--- src/rtl/cse_pkg.sv ---
// cycle sort engine: shared field widths
// no dependencies; imported by the channel interfaces and the top level
`default_nettype none

package cse_pkg;

	localparam int VALUE_BITS = 31;

endpackage

`default_nettype wire

--- src/rtl/cse_ifs.sv ---
// cycle sort engine: input and result channel interfaces (valid/ready)
// depends on cse_pkg for field widths
`default_nettype none

interface cse_in_if import cse_pkg::*; ();
	logic                  valid;
	logic                  ready;
	logic [VALUE_BITS-1:0] value;
	logic                  last;

	modport source (output valid, output value, output last, input ready);
	modport sink (input valid, input value, input last, output ready);
endinterface

interface cse_out_if import cse_pkg::*; ();
	logic                  valid;
	logic                  ready;
	logic [VALUE_BITS-1:0] sorted_value;
	logic                  last_res;
	logic                  overflow;

	modport source (output valid, output sorted_value, output last_res, output overflow,
		input ready);
	modport sink (input valid, input sorted_value, input last_res, input overflow,
		output ready);
endinterface

`default_nettype wire

--- src/rtl/cycle_sort_engine.sv ---
// cycle sort engine top level: load, in-place cycle sort over one memory, emission
// depends on cse_pkg and the channel interfaces in cse_ifs.sv
`default_nettype none

// Collects up to DEPTH values, one per input transaction, and the transaction marked last
// closes the set; further values are dropped and flagged as overflow on every result.
// The set is sorted in place in a single memory (one write and one registered read per
// cycle) and then streamed out in ascending order, the final result marked. Loading keeps
// the input ready, so transactions can follow back to back. For a set of n values, each
// visit of a position runs the fetch, the value latch, a counting scan through the memory
// read port and the target check, with a step-back check per equal entry stepped over and
// a write-back for a swap. Every swap puts one value in its final place, so with s swaps
// (s below n) there are n + s visits. Emission then gives one result per cycle while the
// receiver is ready. Input is taken only while loading; the last result may still be
// waiting while the next set loads.
module cycle_sort_engine import cse_pkg::*; #(
	parameter int DEPTH       = 64,
	parameter int VALUE_WIDTH = 31
) (
	input  wire         clk,
	input  wire         arst_n,
	cse_in_if.sink      din,
	cse_out_if.source   dout
);

	localparam int AW = $clog2(DEPTH);
	localparam int CW = $clog2(DEPTH + 1);
	localparam int XW = (VALUE_WIDTH > VALUE_BITS) ? VALUE_WIDTH : VALUE_BITS;

	typedef enum logic [2:0] {
		S_LOAD,
		S_FETCH,
		S_VAL,
		S_SCAN,
		S_BACK,
		S_BCHK,
		S_SWAP,
		S_EMIT
	} state_t;

	logic [VALUE_WIDTH-1:0] mem [DEPTH];

	state_t                 state_q;
	logic [CW-1:0]          count_q;
	logic [CW-1:0]          i_q;
	logic [CW-1:0]          j_q;
	logic [CW-1:0]          cnt_q;
	logic [AW-1:0]          t_q;
	logic [AW-1:0]          k_q;
	logic [VALUE_WIDTH-1:0] v_q;
	logic [VALUE_WIDTH-1:0] tmp_q;
	logic [VALUE_WIDTH-1:0] rdata_q;
	logic                   dropped_q;
	logic                   out_valid_q;
	logic [VALUE_BITS-1:0]  out_value_q;
	logic                   out_last_q;
	logic                   out_ovf_q;

	logic                   acc;
	logic                   room;
	logic                   out_free;
	logic                   emit_now;
	logic                   final_k;
	logic                   step_back;
	logic [CW-1:0]          cnt_inc;
	logic [XW-1:0]          in_ext;
	logic [XW-1:0]          out_ext;
	logic                   rd_en;
	logic [AW-1:0]          raddr;
	logic                   we;
	logic [AW-1:0]          waddr;
	logic [VALUE_WIDTH-1:0] wdata;

	assign din.ready = (state_q == S_LOAD);
	assign acc       = din.valid && din.ready;
	assign room      = (count_q < CW'(DEPTH));
	assign out_free  = !out_valid_q || dout.ready;
	assign emit_now  = (state_q == S_EMIT) && out_free;
	assign final_k   = ((CW'(k_q) + CW'(1)) == count_q);
	assign step_back = (t_q != '0) && (rdata_q == v_q);
	assign cnt_inc   = cnt_q + CW'(rdata_q <= v_q);
	assign in_ext    = XW'(din.value);
	assign out_ext   = XW'(rdata_q);

	assign dout.valid        = out_valid_q;
	assign dout.sorted_value = out_value_q;
	assign dout.last_res     = out_last_q;
	assign dout.overflow     = out_ovf_q;

	// memory port control
	always_comb begin
		rd_en = 1'b0;
		raddr = '0;
		we    = 1'b0;
		waddr = '0;
		wdata = in_ext[VALUE_WIDTH-1:0];
		case (state_q)
			S_LOAD: begin
				we    = acc && room;
				waddr = count_q[AW-1:0];
			end
			S_FETCH: begin
				// once every position is done, fetch the first value for emission
				rd_en = 1'b1;
				raddr = (i_q == count_q) ? '0 : i_q[AW-1:0];
			end
			S_VAL: begin
				rd_en = 1'b1;
				raddr = '0;
			end
			S_SCAN: begin
				rd_en = (j_q != count_q);
				raddr = j_q[AW-1:0];
			end
			S_BACK: begin
				rd_en = (CW'(t_q) != i_q);
				raddr = t_q;
			end
			S_BCHK: begin
				we    = !step_back;
				waddr = t_q;
				wdata = v_q;
			end
			S_SWAP: begin
				we    = 1'b1;
				waddr = i_q[AW-1:0];
				wdata = tmp_q;
			end
			S_EMIT: begin
				rd_en = out_free && !final_k;
				raddr = k_q + AW'(1);
			end
			default: begin
				rd_en = 1'b0;
			end
		endcase
	end

	always_ff @(posedge clk) begin
		if (we) begin
			mem[waddr] <= wdata;
		end
		if (rd_en) begin
			rdata_q <= mem[raddr];
		end
	end

	always_ff @(posedge clk or negedge arst_n) begin
		if (!arst_n) begin
			state_q     <= S_LOAD;
			count_q     <= '0;
			i_q         <= '0;
			j_q         <= '0;
			cnt_q       <= '0;
			t_q         <= '0;
			k_q         <= '0;
			v_q         <= '0;
			tmp_q       <= '0;
			dropped_q   <= 1'b0;
			out_valid_q <= 1'b0;
			out_value_q <= '0;
			out_last_q  <= 1'b0;
			out_ovf_q   <= 1'b0;
		end else begin
			if (emit_now) begin
				out_valid_q <= 1'b1;
			end else if (dout.ready) begin
				out_valid_q <= 1'b0;
			end
			case (state_q)
				S_LOAD: begin
					if (acc) begin
						if (room) begin
							count_q <= count_q + CW'(1);
						end else begin
							dropped_q <= 1'b1;
						end
						if (din.last) begin
							i_q     <= '0;
							state_q <= S_FETCH;
						end
					end
				end
				S_FETCH: begin
					if (i_q == count_q) begin
						k_q     <= '0;
						state_q <= S_EMIT;
					end else begin
						state_q <= S_VAL;
					end
				end
				S_VAL: begin
					v_q     <= rdata_q;
					j_q     <= CW'(1);
					cnt_q   <= '0;
					state_q <= S_SCAN;
				end
				S_SCAN: begin
					cnt_q <= cnt_inc;
					if (j_q == count_q) begin
						t_q     <= AW'(cnt_inc - CW'(1));
						state_q <= S_BACK;
					end else begin
						j_q <= j_q + CW'(1);
					end
				end
				S_BACK: begin
					if (CW'(t_q) == i_q) begin
						i_q     <= i_q + CW'(1);
						state_q <= S_FETCH;
					end else begin
						state_q <= S_BCHK;
					end
				end
				S_BCHK: begin
					if (step_back) begin
						t_q     <= t_q - AW'(1);
						state_q <= S_BACK;
					end else begin
						tmp_q   <= rdata_q;
						state_q <= S_SWAP;
					end
				end
				S_SWAP: begin
					state_q <= S_FETCH;
				end
				S_EMIT: begin
					// first read of the run was issued in the fetch state
					if (out_free) begin
						out_value_q <= out_ext[VALUE_BITS-1:0];
						out_last_q  <= final_k;
						out_ovf_q   <= dropped_q;
						if (final_k) begin
							count_q   <= '0;
							i_q       <= '0;
							t_q       <= '0;
							dropped_q <= 1'b0;
							state_q   <= S_LOAD;
						end else begin
							k_q <= k_q + AW'(1);
						end
					end
				end
				default: begin
					state_q <= S_LOAD;
				end
			endcase
		end
	end

endmodule

`default_nettype wire
--- src/flat_wrapper.sv ---
// flat-port wrapper written by rule: the top's interface ports become plain ports
module cycle_sort_engine_flat import cse_pkg::*;
#(
	parameter int DEPTH       = 64,
	parameter int VALUE_WIDTH = 31
)
  (clk, arst_n, din_valid, din_value, din_last, din_ready, dout_valid, dout_sorted_value, dout_last_res, dout_overflow, dout_ready);
  cse_in_if din_i ();
  cse_out_if dout_i ();
  input  wire clk;
  input  wire arst_n;
  input wire logic [$bits(din_i.valid)-1:0] din_valid;
  input wire logic [$bits(din_i.value)-1:0] din_value;
  input wire logic [$bits(din_i.last)-1:0] din_last;
  output wire logic [$bits(din_i.ready)-1:0] din_ready;
  output wire logic [$bits(dout_i.valid)-1:0] dout_valid;
  output wire logic [$bits(dout_i.sorted_value)-1:0] dout_sorted_value;
  output wire logic [$bits(dout_i.last_res)-1:0] dout_last_res;
  output wire logic [$bits(dout_i.overflow)-1:0] dout_overflow;
  input wire logic [$bits(dout_i.ready)-1:0] dout_ready;
  assign din_i.valid = din_valid;
  assign din_i.value = din_value;
  assign din_i.last = din_last;
  assign din_ready = din_i.ready;
  assign dout_valid = dout_i.valid;
  assign dout_sorted_value = dout_i.sorted_value;
  assign dout_last_res = dout_i.last_res;
  assign dout_overflow = dout_i.overflow;
  assign dout_i.ready = dout_ready;
  cycle_sort_engine #(.DEPTH(DEPTH), .VALUE_WIDTH(VALUE_WIDTH)) u_core (.clk(clk), .arst_n(arst_n), .din(din_i), .dout(dout_i));
endmodule
--- config.mk ---
export PLATFORM = sky130hd
export DESIGN_NAME = cycle_sort_engine_flat
export DESIGN_NICKNAME = d
export VERILOG_FILES = /design/src/rtl/cse_pkg.sv /design/src/rtl/cse_ifs.sv /design/src/rtl/cycle_sort_engine.sv /design/src/flat_wrapper.sv
export SDC_FILE = /design/constraint.sdc
export NUM_CORES = 2
export LEC_CHECK = 0
export BUFFER_PORTS_ARGS = -buffer_cell sky130_fd_sc_hd__buf_2
export CAP_MARGIN = 30
export CORE_UTILIZATION = 63
export DETAILED_ROUTE_END_ITERATION = 8
export PLACE_DENSITY = 0.83
export SLEW_MARGIN = 20
export SYNTH_ARGS = -nofsm -noshare
export SYNTH_HDL_FRONTEND = slang
export SYNTH_SLANG_ARGS = --single-unit
--- constraint.sdc ---
create_clock -name clk -period 5.54 [get_ports clk]
set_input_delay 0.277 -clock clk [delete_from_list [all_inputs] [get_ports clk]]
set_output_delay 0.277 -clock clk [all_outputs]
set_load 0.02 [all_outputs]
==> impl_metrics.tcl <==
set metrics [dict create \
    outcome "completed" \
    cts_tree "built" \
    hold_depth 3 \
    fin_crit_ns 4.58 \
    worstRegToRegCells 12 \
    synth_cell_type_count 70 \
    cap_violations 0 \
    die_height_um 372 \
    grtUsageTotal_pct 34.5 \
    fp-row-count 135 \
    synth-seq-area-share_pct 74.3 \
    critPathRequiredTime_ns 6.25 \
    finClkSkew_ns 0.0605 \
    cpPeakStageDelay_ns 0.68 \
    n_fill_cell 7793 \
    r2r-end "u_core.out_ext[8]" \
    drcViolationCount 0 \
    crit_type "reg -> reg" \
    finalPower_mw 54.0 \
    path_max_fanout 31 \
    cts_sinks 2154 \
    synth-edff-count 2015 \
    ff_latch_area_um2 64000 \
    worstSetupStartpoint "u_core.state_q[2]" \
    dieArea_um2 138000 \
    post_cts_buffers 0 \
    synth_seq_cells 2154 \
    final_nets 6498 \
    synth_flop_cell "edfxtp_1" \
    vias 57600 \
    startpoint_type "flop" \
    r2r_slack_ns 0.96 \
    synthesis.area_um2 86200 \
    drv_slew 0 \
    utilization_pct 71.3 \
    tns_ns 0 \
    critPathSlowestCell "dfrtp_1" \
    root_buffer "clkbuf_16" \
    multi_input_comb_area_um2 20800 \
    crit_chain "buf_4 > mux2i_1 > a22oi_2 > and2_4 > buf_12 > buf_12 > buf_4 > nand2_1 > a31oi_1 > nand3_1 > a21boi_0 > a211o_1" \
    finalHoldViolCount 0 \
    antenna_found_initial 11 \
    io_pins 71 \
    ir_drop_mv 0.481 \
    port_buffers 70 \
    syn2layout_area_growth_pct 12.2 \
    overflow 0 \
    dr.pass1.iters 7 \
    insertion_delay_ns 0.85 \
    grt_pass1_vias 55700 \
    hold_start "din_value[7]" \
    timing.fmax_mhz 218 \
    clk_pin_slew_ns 0.06 \
    critPathCaptureType "flop" \
    p_leak_nw 33.8 \
    core_um2 136000 \
    drtIter0Drc 10300 \
    worst_pin_slew_ns 1.09 \
    fin_crit_sh_pct 82.7 \
    drtAntennaViolNets 0 \
    start_util_pct 63.5 \
    synth_nets 6363 \
    synth.avg_cell_area_um2 13.7 \
    ys_warn_count 0 \
    setup_viol 0 \
    crit_arrival_ns 5.29 \
    setup_ws_ns 0.960 \
    hpwl_um 135000 \
    layout_commonest_cell "edfxtp_1" \
    powerDensity_nw_per_um2 559 \
    slew_headroom_pct 27.1 \
    grt_max_degree 95 \
    hp-class "in -> reg" \
    rsz0062_at_grt "false" \
    crit_buf_inv 4 \
    cts_buffer_depth 3 \
    cts_made_buffers 199 \
    wl_per_cell_um 28.7 \
    final_layout_size_suffix_gt1_share_pct 11.9 \
    ys_async_sr_fraction_pct 6.45 \
    die_w_um 372 \
    wl_um 240000 \
    final_cell_mix "edfxtp_1 (2,015), nand2_1 (1,601), nand3_1 (566), mux2i_1 (212), clkbuf_16 (201)" \
    crit_family "compound AO/OA/AOI/OAI gates" \
    rr_startpoint "u_core.state_q[2]" \
    min_to "u_core.mem[63][7]" \
    grt_pass1_wl_um 350000 \
    dp_slack_ns 1.20 \
    cts-htree-levels 4 \
    viasPerCell 6.88 \
    place_congestion 0.950 \
    synth_cells 6289 \
]
sequential cells by signal (all words and copies together), names as in the netlist:
register / flops
u_core.state_q: 3
u_core.k_q: 6
u_core.dout.valid: 1
u_core.count_q: 7
u_core.dropped_q: 1
u_core.dout.overflow: 1
u_core.t_q: 6
u_core.out_ext: 31
u_core.tmp_q: 31
u_core.v_q: 31
u_core.i_q: 7
u_core.dout.sorted_value: 31
u_core.cnt_q: 6
u_core.mem: 1984
u_core.j_q: 7
u_core.dout.last_res: 1
layer usage:
metal / global-route usage, % / wire length (um) / vias up
met5: 0 / 92 / -
met4: 17.3 / 12800 / 14
met3: 9.24 / 35800 / 966
met2: 53.6 / 111000 / 5202
met1: 45.4 / 80300 / 27700
li1: - / - / 23700
cells in the mapped netlist (38+ instances only):
cell      count  area share [%]
a31oi_1     114            0.83
nor2_1      119            0.52
nor3_1       65            0.38
nand4_1      88            0.64
and3_1       42            0.30
clkbuf_1    183            0.80
dfrtp_1     139             4.0
ha_1         38            0.55
buf_2       161            0.94
mux2_2       63            0.82
a22oi_1      39            0.34
nand3_1     566             3.3
mux2i_1     212             2.5
buf_4        43            0.37
o21ai_0      93            0.54
a21oi_1     168            0.98
a32oi_1     150             1.5
edfxtp_1   2015              70
nand2_1    1633             7.1
worst max-delay path by stage:
stage               slack [ns]            endpoint  cells past startpoint
floorplan                 1.51    u_core.mem[0][0]                      9
global placement          1.08  u_core.out_ext[18]                     12
detailed placement        1.20  u_core.out_ext[21]                     12
CTS                       1.10  u_core.out_ext[18]                     11
global route              0.81  u_core.out_ext[18]                     12
finish                    0.96   u_core.out_ext[8]                     12
logic make-up (layout without fill, tap and decap cells):
| group | Yosys count | after routing | share of synthesized area (%) |
|---|---|---|---|
| AOI/OAI and AO/OA | 772 | 772 | 6.27 |
| xor gates and xnor gates | 43 | 43 | 0.453 |
| adders and majority gates | 38 | 38 | 0.552 |
| buffers and inverters | 437 | 728 | 2.35 |
| DFF | 2154 | 2154 | 74.3 |
| muxes | 280 | 280 | 3.42 |
| other | 0 | 2 | 0 |
| and+or+nand+nor | 2565 | 2565 | 12.7 |
where the power goes:
group | internal (mW) | switching [mW] | total [mW]
Sequential | 20.8 | 0.817 | 21.6
Clock | 7.19 | 5.89 | 13.1
Combinational | 5.88 | 13.5 | 19.4
through the flow:
stage	area, um2	instances	hold WS [ns]
3_5_place_dp	90400	7993	0.300
3_3_place_gp	90000	7976	0.299
5_1_grt	96700	8361	0.0817
2_1_floorplan	86200	6289	-0.0186
6_report	96700	8363	0.0652
4_1_cts	96600	8356	0.00309
cell type report:
class,count,share of cell area (%)
Antenna cell,2,0.00518
Tap cell,1781,2.31
Multi-Input combinational cell,3698,21.5
Inverter,36,0.140
Sequential cell,2154,66.2
Clock buffer,255,5.42
Timing Repair Buffer,335,3.50
Clock inverter,102,0.907
repair_timing:
action / 4_1_cts / 5_1_grt
gates resized for setup: 0 / 0
hold endpoints to repair: 73 / 2
setup endpoints to repair: 0 / 0
hold buffers: 6 / 1
worst reg2reg max path: stages, from the launching register on:
cell	delay, ns
dfrtp_1	0.68
buf_4	0.29
mux2i_1	0.14
a22oi_2	0.52
and2_4	0.67
buf_12	0.36
buf_12	0.32
buf_4	0.26
nand2_1	0.08
a31oi_1	0.21
nand3_1	0.17
a21boi_0	0.58
a211o_1	0.19
Note: power is estimated with default switching activity, not from simulation.
